## src/design/fasi_pkg.sv

```systemverilog
// Fan airflow safety interlock: shared types, register indexes and reset values.
// No dependencies; imported by fasi_update, fan_airflow_safety_interlock and the dv files.
package fasi_pkg;

	localparam int SpeedW   = 16;
	localparam int TempW    = 8;
	localparam int MsW      = 16;
	localparam int DriveW   = 10;
	localparam int SustainW = 24;
	localparam int LowAirW  = 25;
	localparam int TallyW   = 16;
	localparam int CfgIdxW  = 3;
	localparam int CfgDataW = 24;

	localparam int InDataW  = 56;
	localparam int OutDataW = 32;

	localparam logic [SpeedW-1:0]   DerateSpeedRst = 16'd1500;
	localparam logic [SpeedW-1:0]   CutoffSpeedRst = 16'd800;
	localparam logic [TempW-1:0]    CoolTempRst    = 8'd60;
	localparam logic [SustainW-1:0] SustainTimeRst = 24'd2000;
	localparam logic [DriveW-1:0]   DerateCapRst   = 10'd500;

	typedef enum logic [CfgIdxW-1:0] {
		CFG_DERATE_SPEED = 3'd0,
		CFG_CUTOFF_SPEED = 3'd1,
		CFG_COOL_TEMP    = 3'd2,
		CFG_SUSTAIN_TIME = 3'd3,
		CFG_DERATE_CAP   = 3'd4
	} cfg_idx_t;

	typedef enum logic [1:0] {
		MODE_NORMAL = 2'd0,
		MODE_DERATE = 2'd1,
		MODE_CUTOFF = 2'd2
	} mode_t;

	typedef struct packed {
		logic [SpeedW-1:0]       derate_speed;
		logic [SpeedW-1:0]       cutoff_speed;
		logic signed [TempW-1:0] cool_temp;
		logic [SustainW-1:0]     sustain_time;
		logic [DriveW-1:0]       derate_cap;
	} cfg_t;

	typedef struct packed {
		logic                    reading_ok;
		logic [SpeedW-1:0]       fan_speed;
		logic signed [TempW-1:0] temperature;
		logic [MsW-1:0]          elapsed_ms;
		logic [DriveW-1:0]       drive_request;
	} item_t;

	typedef struct packed {
		mode_t               mode;
		logic [LowAirW-1:0]  low_air_time;
		logic [TallyW-1:0]   cutoff_tally;
	} state_t;

	typedef struct packed {
		logic [1:0]        interlock_mode;
		logic [DriveW-1:0] limited_drive;
		logic [TallyW-1:0] cutoff_events;
	} result_t;

endpackage

```

## src/design/fasi_update.sv

```systemverilog
// Fan airflow safety interlock: one-tick mode/timer/tally update and drive limit.
// Purely combinational; depends on fasi_pkg.
module fasi_update
	import fasi_pkg::*;
(
	input  cfg_t    cfg,
	input  item_t   item,
	input  state_t  cur,
	output state_t  nxt,
	output result_t res
);

	logic [LowAirW:0]   low_sum;
	logic [LowAirW-1:0] low_sat;
	logic               release_ok;
	mode_t              speed_mode;

	always_comb begin
		low_sum    = {1'b0, cur.low_air_time} + (LowAirW+1)'(item.elapsed_ms);
		low_sat    = low_sum[LowAirW] ? '1 : low_sum[LowAirW-1:0];
		release_ok = item.reading_ok && (item.fan_speed >= cfg.derate_speed)
			&& (item.temperature <= cfg.cool_temp);
		speed_mode = (item.fan_speed < cfg.derate_speed) ? MODE_DERATE : MODE_NORMAL;
	end

	// next state
	always_comb begin
		nxt = cur;
		case (cur.mode)
			MODE_CUTOFF: begin
				// latched: timer frozen until release
				if (release_ok) begin
					nxt.mode         = MODE_NORMAL;
					nxt.low_air_time = '0;
				end
			end
			default: begin
				if (!item.reading_ok) begin
					nxt.mode         = MODE_CUTOFF;
					nxt.low_air_time = '0;
					nxt.cutoff_tally = cur.cutoff_tally + 1'b1;
				end else if (item.fan_speed < cfg.cutoff_speed) begin
					if (low_sat >= LowAirW'(cfg.sustain_time)) begin
						nxt.mode         = MODE_CUTOFF;
						nxt.low_air_time = '0;
						nxt.cutoff_tally = cur.cutoff_tally + 1'b1;
					end else begin
						nxt.mode         = speed_mode;
						nxt.low_air_time = low_sat;
					end
				end else begin
					nxt.mode         = speed_mode;
					nxt.low_air_time = '0;
				end
			end
		endcase
	end

	// drive limit by new mode
	always_comb begin
		res.interlock_mode = nxt.mode;
		res.cutoff_events  = nxt.cutoff_tally;
		case (nxt.mode)
			MODE_NORMAL: res.limited_drive = item.drive_request;
			MODE_DERATE: res.limited_drive = (item.drive_request > cfg.derate_cap)
				? cfg.derate_cap : item.drive_request;
			default:     res.limited_drive = '0;
		endcase
	end

endmodule

```

## src/design/fan_airflow_safety_interlock.sv

```systemverilog
// Fan airflow safety interlock: top level with stream ports and config registers.
// Depends on fasi_pkg and fasi_update.

// One beat in, one beat out. Each input beat carries a sensor-valid flag, fan
// speed (rpm), temperature (signed degrees C), ms since the previous beat and a
// drive request (per mille). The block moves between normal, derate and latched
// cutoff: an invalid reading, or fan speed below cutoff_speed accumulated for
// sustain_time ms, trips cutoff; cutoff releases only on a valid reading at or
// above derate_speed and at or below cool_temp, and that release beat reports
// normal. Speed below derate_speed gives derate. The output beat carries the new
// mode, the drive request limited by that mode (passed in normal, capped at
// derate_cap in derate, zero in cutoff) and a 16-bit wrapping count of cutoff
// entries. The accept edge loads the input register; the beat then moves into the
// result register, and output valid rises, once that register is free or draining;
// one beat is accepted every cycle while the output side takes beats, since the
// mode, timer and tally feedback closes through the combinational update logic
// between the input register and the result register. Config writes take
// effect on the next edge and are expected only while no beat is in flight.
module fan_airflow_safety_interlock
	import fasi_pkg::*;
(
	input  logic                clk,
	input  logic                arst_n,

	input  logic                cfg_we,
	input  logic [CfgIdxW-1:0]  cfg_index,
	input  logic [CfgDataW-1:0] cfg_data,

	input  logic                s_axis_tvalid,
	output logic                s_axis_tready,
	// [15:0] fan_speed, [23:16] temperature, [39:24] elapsed_ms,
	// [49:40] drive_request, [55:50] zero
	input  logic [InDataW-1:0]  s_axis_tdata,
	// [0] reading_ok
	input  logic                s_axis_tuser,

	output logic                m_axis_tvalid,
	input  logic                m_axis_tready,
	// [1:0] interlock_mode, [11:2] limited_drive, [27:12] cutoff_events, [31:28] zero
	output logic [OutDataW-1:0] m_axis_tdata
);

	cfg_t    cfg_q;
	item_t   item_s1;
	logic    valid_s1;
	state_t  state_q;
	state_t  state_nxt;
	result_t res_nxt;
	result_t res_s2;
	logic    valid_s2;
	logic    advance;

	// config registers
	always_ff @(posedge clk or negedge arst_n) begin
		if (!arst_n) begin
			cfg_q.derate_speed <= DerateSpeedRst;
			cfg_q.cutoff_speed <= CutoffSpeedRst;
			cfg_q.cool_temp    <= CoolTempRst;
			cfg_q.sustain_time <= SustainTimeRst;
			cfg_q.derate_cap   <= DerateCapRst;
		end else if (cfg_we) begin
			case (cfg_idx_t'(cfg_index))
				CFG_DERATE_SPEED: cfg_q.derate_speed <= cfg_data[SpeedW-1:0];
				CFG_CUTOFF_SPEED: cfg_q.cutoff_speed <= cfg_data[SpeedW-1:0];
				CFG_COOL_TEMP:    cfg_q.cool_temp    <= cfg_data[TempW-1:0];
				CFG_SUSTAIN_TIME: cfg_q.sustain_time <= cfg_data[SustainW-1:0];
				CFG_DERATE_CAP:   cfg_q.derate_cap   <= cfg_data[DriveW-1:0];
				default: ;
			endcase
		end
	end

	// stage 1 moves into the result register when that register is free or draining
	assign advance       = valid_s1 && (!valid_s2 || m_axis_tready);
	assign s_axis_tready = !valid_s1 || advance;

	always_ff @(posedge clk or negedge arst_n) begin
		if (!arst_n) begin
			valid_s1 <= 1'b0;
		end else if (s_axis_tready) begin
			valid_s1 <= s_axis_tvalid;
		end
	end

	always_ff @(posedge clk) begin
		if (s_axis_tvalid && s_axis_tready) begin
			item_s1.reading_ok    <= s_axis_tuser;
			item_s1.fan_speed     <= s_axis_tdata[15:0];
			item_s1.temperature   <= s_axis_tdata[23:16];
			item_s1.elapsed_ms    <= s_axis_tdata[39:24];
			item_s1.drive_request <= s_axis_tdata[49:40];
		end
	end

	fasi_update u_update (
		.cfg  (cfg_q),
		.item (item_s1),
		.cur  (state_q),
		.nxt  (state_nxt),
		.res  (res_nxt)
	);

	// interlock state commits once per beat, as the beat moves to stage 2
	always_ff @(posedge clk or negedge arst_n) begin
		if (!arst_n) begin
			state_q.mode         <= MODE_NORMAL;
			state_q.low_air_time <= '0;
			state_q.cutoff_tally <= '0;
		end else if (advance) begin
			state_q <= state_nxt;
		end
	end

	always_ff @(posedge clk or negedge arst_n) begin
		if (!arst_n) begin
			valid_s2 <= 1'b0;
		end else if (advance) begin
			valid_s2 <= 1'b1;
		end else if (m_axis_tready) begin
			valid_s2 <= 1'b0;
		end
	end

	always_ff @(posedge clk) begin
		if (advance) begin
			res_s2 <= res_nxt;
		end
	end

	assign m_axis_tvalid = valid_s2;
	assign m_axis_tdata  = {4'b0, res_s2.cutoff_events, res_s2.limited_drive,
		res_s2.interlock_mode};

	// timer is always clear while latched in cutoff
	a_cutoff_timer_clear: assert property (@(posedge clk) disable iff (!arst_n)
		(state_q.mode == MODE_CUTOFF) |-> (state_q.low_air_time == '0))
		else $error("low-air timer nonzero in cutoff");

	// tally moves only on entry into cutoff
	a_tally_on_entry: assert property (@(posedge clk) disable iff (!arst_n)
		(advance && (state_nxt.cutoff_tally != state_q.cutoff_tally)) |->
		(state_nxt.mode == MODE_CUTOFF && state_q.mode != MODE_CUTOFF))
		else $error("cutoff tally changed without cutoff entry");

	// state changes only when a beat commits
	a_state_hold: assert property (@(posedge clk) disable iff (!arst_n)
		!advance |=> $stable(state_q))
		else $error("interlock state changed without a beat");

	// a cutoff result never drives the fan
	a_cutoff_zero_drive: assert property (@(posedge clk) disable iff (!arst_n)
		(valid_s2 && res_s2.interlock_mode == MODE_CUTOFF) |->
		(res_s2.limited_drive == '0))
		else $error("nonzero drive reported in cutoff");

	// reported tally follows the committed state
	a_result_tally: assert property (@(posedge clk) disable iff (!arst_n)
		advance |=> (res_s2.cutoff_events == state_q.cutoff_tally))
		else $error("result tally differs from state");

endmodule

```

## config.mk

```make
export PLATFORM = sky130hd
export DESIGN_NAME = fan_airflow_safety_interlock
export DESIGN_NICKNAME = d
export VERILOG_FILES = /design/src/design/fasi_pkg.sv /design/src/design/fasi_update.sv /design/src/design/fan_airflow_safety_interlock.sv
export SDC_FILE = /design/constraint.sdc
export NUM_CORES = 1
export LEC_CHECK = 0
export BUFFER_PORTS_ARGS = -buffer_cell sky130_fd_sc_hd__buf_4
export CAP_MARGIN = 30
export CORE_ASPECT_RATIO = 0.9
export CORE_MARGIN = 2
export CORE_UTILIZATION = 59
export DETAILED_ROUTE_END_ITERATION = 10
export GPL_TIMING_DRIVEN = 0
export HOLD_SLACK_MARGIN = 0.15
export PLACE_DENSITY = 0.8
export SYNTH_ARGS = -nofsm -noshare
export SYNTH_HDL_FRONTEND = slang
export SYNTH_HIERARCHICAL = 1
export SYNTH_SLANG_ARGS = --single-unit
```

## constraint.sdc

```tcl
create_clock -name clk -period 5.9 [get_ports clk]
set_clock_uncertainty 0.15 [all_clocks]
set_input_delay 1.18 -clock clk [delete_from_list [all_inputs] [get_ports clk]]
set_output_delay 1.18 -clock clk [all_outputs]
set_load 0.03 [all_outputs]
```

==> metrics.cfg <==
[outcome]
status=completed

[finish]
final_nets=1217
layout-drive-gt1-share_pct=33.2
final_cell_area_sq_um=12700
diodes=0
area_growth_pct=16.7

[yosys]
synth_common_cells=mux2_2 (117), dfrtp_1 (93), ha_1 (90), inv_1 (87), edfxtp_1 (79)
ys_seq_area_share_pct=49.3
synth_top_area_share_pct=21.7
syn_avg_cell_area_sq_um=12.1
synth_ff_type=dfrtp_1
ys_ff_latch=198
synth_edf_count=79
netlist_area_sq_um=10900
ys_async_sr_fraction_pct=60.1
synth.area.mux_share_pct=13.1
synthAdderAreaFrac_pct=10.5
ys_warn_count=6
synth_compound_area_share_pct=9.81
syn_inst=898
synth_top_family_by_area=multiplexers
yosysUniqueCellTypes=72
synth_top_cell_by_area=edfxtp_1
synthSimpleGateAreaFrac_pct=8.49
yosysMostFrequentCell=mux2_2
synth_area_leaders=edfxtp_1 (22%), dfrtp_1 (21%), mux2_2 (12%)
synth-xor-area-share_pct=2.88

[detailed_routing]
vias=7374
drc_errors=0
wl_per_cell_um=17.2
final_antenna_net_count=0
drt_iter0_drc=401
routed_wl_um=22300
vias_per_cell=5.69
drt_first_pass_iters=5

[floorplan]
fp.dieArea_sq_um=19600
coreArea_sq_um=18200
chipHeight_um=133
die_width_um=147
io_pins=123
start_util_pct=59.8
rows=47

[grt]
grtUsageTotal_pct=23.7
gr-total-overflow=0
grt_pass1_vias=7316
grt_max_degree=82
antenna_found_initial=0
grt_pass1_wl_um=36100

[timing]
worst_pin_slew_ps=701
final-setup-viol-count=0
relSlewSlack_pct=53.2
rsz0062_at_grt=no
finalCritPeriodShare_pct=92.7
fin_crit_ps=5470
hold_ws_ps=347
finalHoldViolations=0
fmax_mhz=183
setup_tns_ps=0
slew_viol_final=0
layout_setup_ws_ps=433

[placement]
hpwl_um=16300
place.port_buffers=112
placement.cell_area_sq_um=12100
post-place-ws_ps=168
place.gp.congestion=0.850

[min_path]
min_path_cells=1
hold_path_class=reg2reg
min_delay_worst_endpoint=m_axis_tvalid
holdCritStartpoint=valid_s1

[power]
fin_total_pwr_mw=4.88
ir_drop_mv=0.276
p_leak_nw=5.87
p_per_area_nw_per_um2=384

[clock_tree]
insertion_delay_ps=440
cts_root_buffer=clkbuf_16
cts_sinks=198
cts_max_path_buffers=2
cts_tree=built
postCtsHoldBufs=0
htree_levels=4
clk_pin_slew_ps=70
cts_buffers=17

[setup_path]
r2r_end=m_axis_tdata[2]
cp-end-kind=flip-flop
r2r_cells=19
r2r_slack_ps=430
cp-start-kind=flip-flop
cp.required_ps=5940
critical_path_class=reg2reg
cp_max_fo=10
r2r-start=item_s1[10]
crit_arrival_ps=5500

[run]
maxCapViolations=0

==> cell usage in the layout, fill, tap and decap left out, drive strengths merged, types with 14 or more instances in the layout <==
cell type,n
a21o,15
a21oi,35
a22o,20
buf,153
clkbuf,25
dfrtp,93
dfstp,26
edfxtp,79
ha,90
inv,91
mux2,119
nand2,43
nand3,16
nand4,18
nor2,25
nor3,14
o21ai,31
xnor2,14
xor2,21
==> final cells by class <==
class / count / area (sq um)
timing repair buffer: 117 / 922
buffer: 44 / 303
multi-input combinational: 571 / 4910
tap: 245 / 307
clock buffer: 17 / 425
inverter: 88 / 330
sequential: 198 / 5380
fill: 1354 / 5500
clock inverter: 15 / 154
==> routing by layer <==
layer | vias up | wire length [um] | global-route usage, %
met3 | 40 | 1180 | 4.24
met5 | - | 0 | 0
met4 | 0 | 593 | 9.29
li1 | 3502 | - | -
met1 | 3615 | 9830 | 31.4
met2 | 217 | 10700 | 39.0
==> worst max-delay path, cell delays in order, from the launching register on <==
cell      delay [ps]
edfxtp_1         410
ha_1             250
fa_1             440
a211oi_1         320
o211ai_1         200
a31oi_2          340
o21ai_1          220
nand4_1          160
xor2_1           140
nand2_1           90
ha_1             360
a21oi_1          130
o21ai_1          160
a41oi_1          280
nor2_1           100
a221o_1          420
o31a_1           340
nor3_2           200
buf_6            200
mux2_4           300
==> power by group <==
group	switching (mW)	internal [mW]
clock	0.526	0.626
combinational	1.02	0.839
sequential	0.147	1.72
==> cell families after synthesis <==
logic type | Yosys count
simple gates | 165
other cells | 1
flops | 198
xor+xnor | 35
mux | 128
fa+ha+maj | 91
compound gates | 148
buf+inv | 132
==> flip-flops by register name, indices dropped and copies added (netlist names) <==
| signal | count |
|---|---|
| valid_s1 | 1 |
| m_axis_tvalid | 1 |
| item_s1 | 51 |
| state_q | 43 |
| cfg_q | 74 |
| m_axis_tdata | 28 |
==> worst max-delay path by stage <==
stage           startpoint          endpoint  cells past startpoint
4_1_cts        item_s1[10]        state_q[1]                     19
2_1_floorplan  state_q[16]  m_axis_tdata[13]                     19
3_5_place_dp   item_s1[10]  m_axis_tdata[13]                     19
5_1_grt        item_s1[10]   m_axis_tdata[2]                     19
6_report       item_s1[10]   m_axis_tdata[2]                     19
3_3_place_gp   item_s1[10]  m_axis_tdata[13]                     19
==> per-stage QoR <==
step,cells,util [%]
final,1295,69.8
after CTS,1293,69.7
after floorplan,901,-
after global routing,1295,69.8
after global placement,1258,66.2
after detailed placement,1261,66.6
==> what timing repair did <==
action,4_1_cts,5_1_grt
hold endpoints to repair,0,0
buffers inserted,0,2
gates resized for setup,0,1
setup endpoints to repair,0,22
Note: power is estimated with default switching activity, not from simulation.
